`src/hw/rtl/shmol_pkg.sv`:
```
// ============================================================================
// Smooth Heaviside mollifier package
// Shared constants, types and the arctangent table of the CORDIC pipeline.
// ============================================================================
`default_nettype none

package shmol_pkg;

    localparam int CORDIC_STAGES_DEF = 16;
    localparam int FRAC_BITS_DEF     = 16;

    // Working format of the sine path is Q30.
    localparam int WORK_FRAC    = 30;
    localparam int ATAN_ENTRIES = 30;
    localparam int CORDIC_W     = 34;

    // Register stages before and after the CORDIC rotation stages.
    localparam int PRE_STAGES  = 5;
    localparam int POST_STAGES = 3;

    localparam logic [31:0] GAIN_Q30   = 32'd652032874;
    localparam logic [31:0] PI_Q30     = 32'd3373259426;
    localparam logic [28:0] INV_PI_Q30 = 29'd341782638;
    localparam logic [30:0] ONE_Q30    = 31'd1073741824;
    localparam logic [16:0] MASK_ONE   = 17'd65536;

    typedef enum logic [1:0] {
        CFG_MOLLIFY_WIDTH     = 2'd0,
        CFG_INV_MOLLIFY_WIDTH = 2'd1,
        CFG_ACTIVE_DISTANCE   = 2'd2
    } t_cfg_index;

    // Per-request side information that rides along the pipeline.
    typedef struct packed {
        logic        neg;
        logic        above;
        logic        below;
        logic        active;
        logic        last;
        logic [30:0] u30;
    } t_side;

    // atan(2^-i) in Q30, rounded to nearest.
    localparam logic [31:0] ATAN_Q30 [ATAN_ENTRIES] = '{
        32'd843314857, 32'd497837829, 32'd263043837, 32'd133525159,
        32'd67021687,  32'd33543516,  32'd16775851,  32'd8388437,
        32'd4194283,   32'd2097149,   32'd1048576,   32'd524288,
        32'd262144,    32'd131072,    32'd65536,     32'd32768,
        32'd16384,     32'd8192,      32'd4096,      32'd2048,
        32'd1024,      32'd512,       32'd256,       32'd128,
        32'd64,        32'd32,        32'd16,        32'd8,
        32'd4,         32'd2
    };

endpackage

`default_nettype wire

```
`src/hw/rtl/shmol_cordic.sv`:
```
// ============================================================================
// Smooth Heaviside mollifier CORDIC
// Rotation-mode CORDIC, one register stage per iteration, giving sin(theta).
// ============================================================================
`default_nettype none

module shmol_cordic #(
    parameter int STAGES = shmol_pkg::CORDIC_STAGES_DEF
) (
    input  wire logic                                     i_clk,
    input  wire logic [STAGES-1:0]                        i_en,
    input  wire logic [31:0]                              i_theta,
    input  wire shmol_pkg::t_side                         i_side,
    output logic signed [shmol_pkg::CORDIC_W-1:0]         o_sin,
    output shmol_pkg::t_side                              o_side
);

    localparam int W = shmol_pkg::CORDIC_W;

    logic signed [W-1:0] r_x    [STAGES];
    logic signed [W-1:0] r_y    [STAGES];
    logic signed [W-1:0] r_z    [STAGES];
    shmol_pkg::t_side    r_side [STAGES];

    for (genvar i = 0; i < STAGES; i++) begin : g_stage
        localparam logic signed [W-1:0] ATAN =
            $signed({{(W-32){1'b0}}, shmol_pkg::ATAN_Q30[i]});

        logic signed [W-1:0] w_x;
        logic signed [W-1:0] w_y;
        logic signed [W-1:0] w_z;
        shmol_pkg::t_side    w_side;
        logic signed [W-1:0] n_x;
        logic signed [W-1:0] n_y;
        logic signed [W-1:0] n_z;

        if (i == 0) begin : g_first
            assign w_x    = $signed({{(W-32){1'b0}}, shmol_pkg::GAIN_Q30});
            assign w_y    = '0;
            assign w_z    = $signed({{(W-32){1'b0}}, i_theta});
            assign w_side = i_side;
        end else begin : g_next
            assign w_x    = r_x[i-1];
            assign w_y    = r_y[i-1];
            assign w_z    = r_z[i-1];
            assign w_side = r_side[i-1];
        end

        always_comb begin
            if (!w_z[W-1]) begin
                n_x = w_x - (w_y >>> i);
                n_y = w_y + (w_x >>> i);
                n_z = w_z - ATAN;
            end else begin
                n_x = w_x + (w_y >>> i);
                n_y = w_y - (w_x >>> i);
                n_z = w_z + ATAN;
            end
        end

        always_ff @(posedge i_clk) begin
            if (i_en[i]) begin
                r_x[i]    <= n_x;
                r_y[i]    <= n_y;
                r_z[i]    <= n_z;
                r_side[i] <= w_side;
            end
        end
    end

    assign o_sin  = r_y[STAGES-1];
    assign o_side = r_side[STAGES-1];

endmodule

`default_nettype wire

```
`config.mk`:
```
export PLATFORM = sky130hd
export DESIGN_NAME = shmol_cordic
export DESIGN_NICKNAME = d
export VERILOG_FILES = /design/src/hw/rtl/shmol_pkg.sv /design/src/hw/rtl/shmol_cordic.sv
export SDC_FILE = /design/constraint.sdc
export NUM_CORES = 2
export LEC_CHECK = 0
export BUFFER_PORTS_ARGS = -buffer_cell sky130_fd_sc_hd__buf_2
export CORE_MARGIN = 2
export CORE_UTILIZATION = 44
export CTS_CLUSTER_DIAMETER = 150
export DETAILED_ROUTE_END_ITERATION = 12
export GPL_TIMING_DRIVEN = 0
export PLACE_DENSITY = 0.57
export RECOVER_POWER = 100
export SLEW_MARGIN = 25
export SYNTH_ARGS = -nofsm -noshare
export SYNTH_HDL_FRONTEND = slang
export SYNTH_SLANG_ARGS = --single-unit
```
`constraint.sdc`:
```
create_clock -name i_clk -period 6.3 [get_ports i_clk]
set_input_delay 1.89 -clock i_clk [delete_from_list [all_inputs] [get_ports i_clk]]
set_output_delay 1.89 -clock i_clk [all_outputs]
set_load 0.05 [all_outputs]
```
==> metrics.md <==
| Metric | Value |
|---|---|
| Clock root cell | clkbuf_16 |
| Post-CTS Hold Fix Bufs | 0 |
| Area share of and/or/nand/nor cells after synthesis | 0.117 |
| Crit end category | register |
| Final WS setup | 206 ps |
| CP max FO | 20 |
| Final Max Tran Viols | 1857 |
| Clk buf depth | 4 |
| Avg Cell Area, Syn | 10.5 um^2 |
| Final setup violation count | 0 |
| Initial Util | 0.442 |
| Utilization after layout | 0.485 |
| Compound-Gate Fraction of Synth Area | 0.175 |
| Post-synthesis adder-cell area fraction | 0.126 |
| Post-synthesis cell area | 128000 um^2 |
| Hold Fails Final Rpt | 0 |
| Reg2reg path depth | 14 |
| Library cells used by synthesis | 104 |
| Vias in the first global route | 91300 |
| Die area | 296000 um^2 |
| Min-Delay Path Class | register to register |
| Relative slew slack | -1.65 |
| Mux cell area share after synthesis | 0.00825 |
| Vias per cell | 5.62 |
| Fin area | 141000 um^2 |
| Crit path launch | r_z[0][101]$_DFFE_PP_ |
| Failing checks | capacitance limit, slew limit |
| Reg-to-Reg End | r_z[0][131]$_DFFE_PP_ |
| Ys flop type | edfxtp_1 |
| Via count | 94300 |
| Area after DPL | 135000 um^2 |
| Pin count of the biggest net entering global routing | 94 |
| Core ar. | 291000 um^2 |
| Number of buffers added on ports | 154 |
| Std cell rows | 198 |
| Unrepaired setup endpoints after global routing | no |
| Reg clk slew, reported paths | 60 ps |
| Mapped Cells | 12300 |
| Data required, critical path | 6860 ps |
| Seq/Total Area, Yosys | 0.438 |
| Flops & latches, synth | 1875 |
| Dpl hpwl | 265000 um |
| Die Wd | 544 um |
| DRT Pass-1 Iters | 8 |
| TritonCTS clock tree | built |
| F_max | 164 MHz |
| Crit path launch type | register |
| Grt total ovfl | 0 |
| Kind of critical path | register to register |
| Post-layout min period | 6090 ps |
| Crit path arrival time | 6650 ps |
| Routed wire length | 336000 um |
| NumNets Final | 14100 |
| First-pass GRT wire length | 522000 um |
| Max-Cap Viols | 29 |
| Largest family of logic cells by synthesized area | compound AO/OA/AOI/OAI gates |
| Remaining antenna violation count | 0 |
| Clk_lat worst skew | 920 ps |
| Synth warn | 0 |
| Tcrit/Tclk final | 0.967 |
| Clk_skew | 104 ps |
| GPL Wtd Cong | 0.943 |
| Total clock sinks | 1875 |
| Worst R2R Start | r_z[0][101]$_DFFE_PP_ |
| DR WL/cell | 20.0 um |
| Placement Setup Slack | -731 ps |
| H-tree depth | 4 |
| R2R Setup Slk | 210 ps |
| Proportion of layout cells with a drive suffix above 1 | 0.0418 |
| Post-synth ARST share | 0 |
| Post-Syn Nets | 13700 |
| CTS buffer count | 214 |
| Number of remaining DRC errors | 0 |
| Worst-margin pin slew | 3980 ps |
| GRT Total Usage | 0.222 |
| Synth Area in XOR/XNOR | 0.113 |
| Outcome | complete, but fails checks |
| Synth-to-Final Area Change | 9.83% |
| DR iter-0 viols | 6777 |
| Post-synth EDFFs | 1875 |
| Total I/O pin count | 155 |
| Initial antenna violation count | 8 |
| Crit path to | r_z[0][131]$_DFFE_PP_ |
| Height of the die | 544 um |
## repair_timing
| item | CTS | global route |
|---|---|---|
| setup buffers | 4 | 5 |
| endpoints found under the setup margin | 20 | 8 |
| gates resized for setup | 3 | 1 |
## cell usage in the layout (no fill, tap or decap), types with 37 or more instances in the layout
master	instances
and3_1	102
o21ai_0	519
xnor2_1	1082
a21o_1	646
mux2i_1	53
nand2b_1	192
or3_1	67
a21boi_0	41
edfxtp_1	1875
nor2b_1	177
clkbuf_1	368
nand2_1	625
nor2_1	992
o31ai_1	56
o21bai_1	168
clkinv_1	47
nand3_1	231
xor2_1	577
nor3_1	277
mux2_2	37
o21a_1	152
clkbuf_16	216
o211ai_1	44
a21oi_1	1311
buf_2	50
nor4_1	74
a211oi_1	99
a31oi_1	132
ha_1	1239
o41ai_1	43
and2_1	40
inv_1	506
nand4_1	95
## sequential cells by signal, summed over array words and instances, names as in the netlist
register,count
r_z,396
r_y,477
r_x,426
r_side,576
## cell families after synthesis
| kind of cell | Yosys count |
|---|---|
| AOI/OAI and AO/OA | 3534 |
| and+or+nand+nor | 3091 |
| DFF | 1875 |
| xor gates and xnor gates | 1661 |
| adders and majority gates | 1274 |
| buffers and inverters | 759 |
| muxes | 100 |
## cell type report
cell class / instances / area (um^2)
diodes: 4 / 10.0
plain buffers: 242 / 912
clock buffers: 249 / 5530
clock inverters: 134 / 1400
fillers: 26800 / 150000
inverters: 516 / 1950
multi-input cells: 9660 / 69300
flip-flops and latches: 1875 / 56300
well taps: 3900 / 4880
repair buffers: 186 / 883
## layer usage
layer	GRT usage	part of all wire	vias to the layer above
met2	0.385	0.48	2120
met5	0	0	-
met1	0.291	0.44	45200
met4	0.0627	0.029	0
met3	0.0245	0.043	419
li1	-	-	46500
## through the flow
stage | std cells | setup TNS [ps] | hold WS, ps
global placement | 16300 | -14780 | 400
global route | 16800 | 0 | 301
detailed placement | 16400 | -6070 | 405
floorplan | 12300 | 0 | 400
finish | 16800 | 0 | 316
CTS | 16800 | 0 | 303
## worst min path at each step
stage | from | to | slack, ps | cells past startpoint
2_1_floorplan | r_side[0][64]$_DFFE_PP_ | r_side[0][100]$_DFFE_PP_ | 400 | 0
3_3_place_gp | r_side[1][34]$_DFFE_PP_ | r_side[1][70]$_DFFE_PP_ | 400 | 0
3_5_place_dp | r_side[0][70]$_DFFE_PP_ | r_side[0][106]$_DFFE_PP_ | 400 | 0
4_1_cts | r_side[0][7]$_DFFE_PP_ | r_side[0][43]$_DFFE_PP_ | 300 | 0
5_1_grt | r_side[0][7]$_DFFE_PP_ | r_side[0][43]$_DFFE_PP_ | 300 | 0
6_report | r_side[0][7]$_DFFE_PP_ | r_side[0][43]$_DFFE_PP_ | 320 | 0
## synth_stat cells, drive strengths merged (33+ instances only)
cell    number  area, um^2
a211oi     103         793
a21boi      43         323
a21o       646        4850
a21oi     1314        6600
a31o        36         315
a31oi      132         838
and2        60         378
and3       102         638
buf         33         126
clkbuf     210         790
edfxtp    1875       56300
fa          35         701
ha        1239       15500
inv        510        1910
mux2        47         529
mux2i       53         531
nand2      625        2350
nand2b     192        1200
nand3      231        1160
nand4       95         594
nor2       992        3720
nor2b      177        1110
nor3       280        1420
nor4        79         528
o211ai      44         330
o21a       152        1140
o21ai      529        2660
o21bai     168        1260
o31ai       57         447
o41ai       43         407
or2         34         213
or3         67         419
xnor2     1082        9480
xor2       577        5050
## critical path, stage by stage (launching register included)
cell      delay (ps)
edfxtp_1         530
clkbuf_1         370
clkbuf_1         600
inv_1            740
ha_1             610
inv_1             50
o21ai_0          170
a21oi_1          150
nor4bb_1         480
and4b_1          300
o31ai_1          550
o21ai_1          290
o31ai_1          570
mux2i_1          250
nand2_1           90
Power is left out: the tool's default activity adds up to more than one toggle a clock period on the data nets, which glitch-free logic cannot reach.
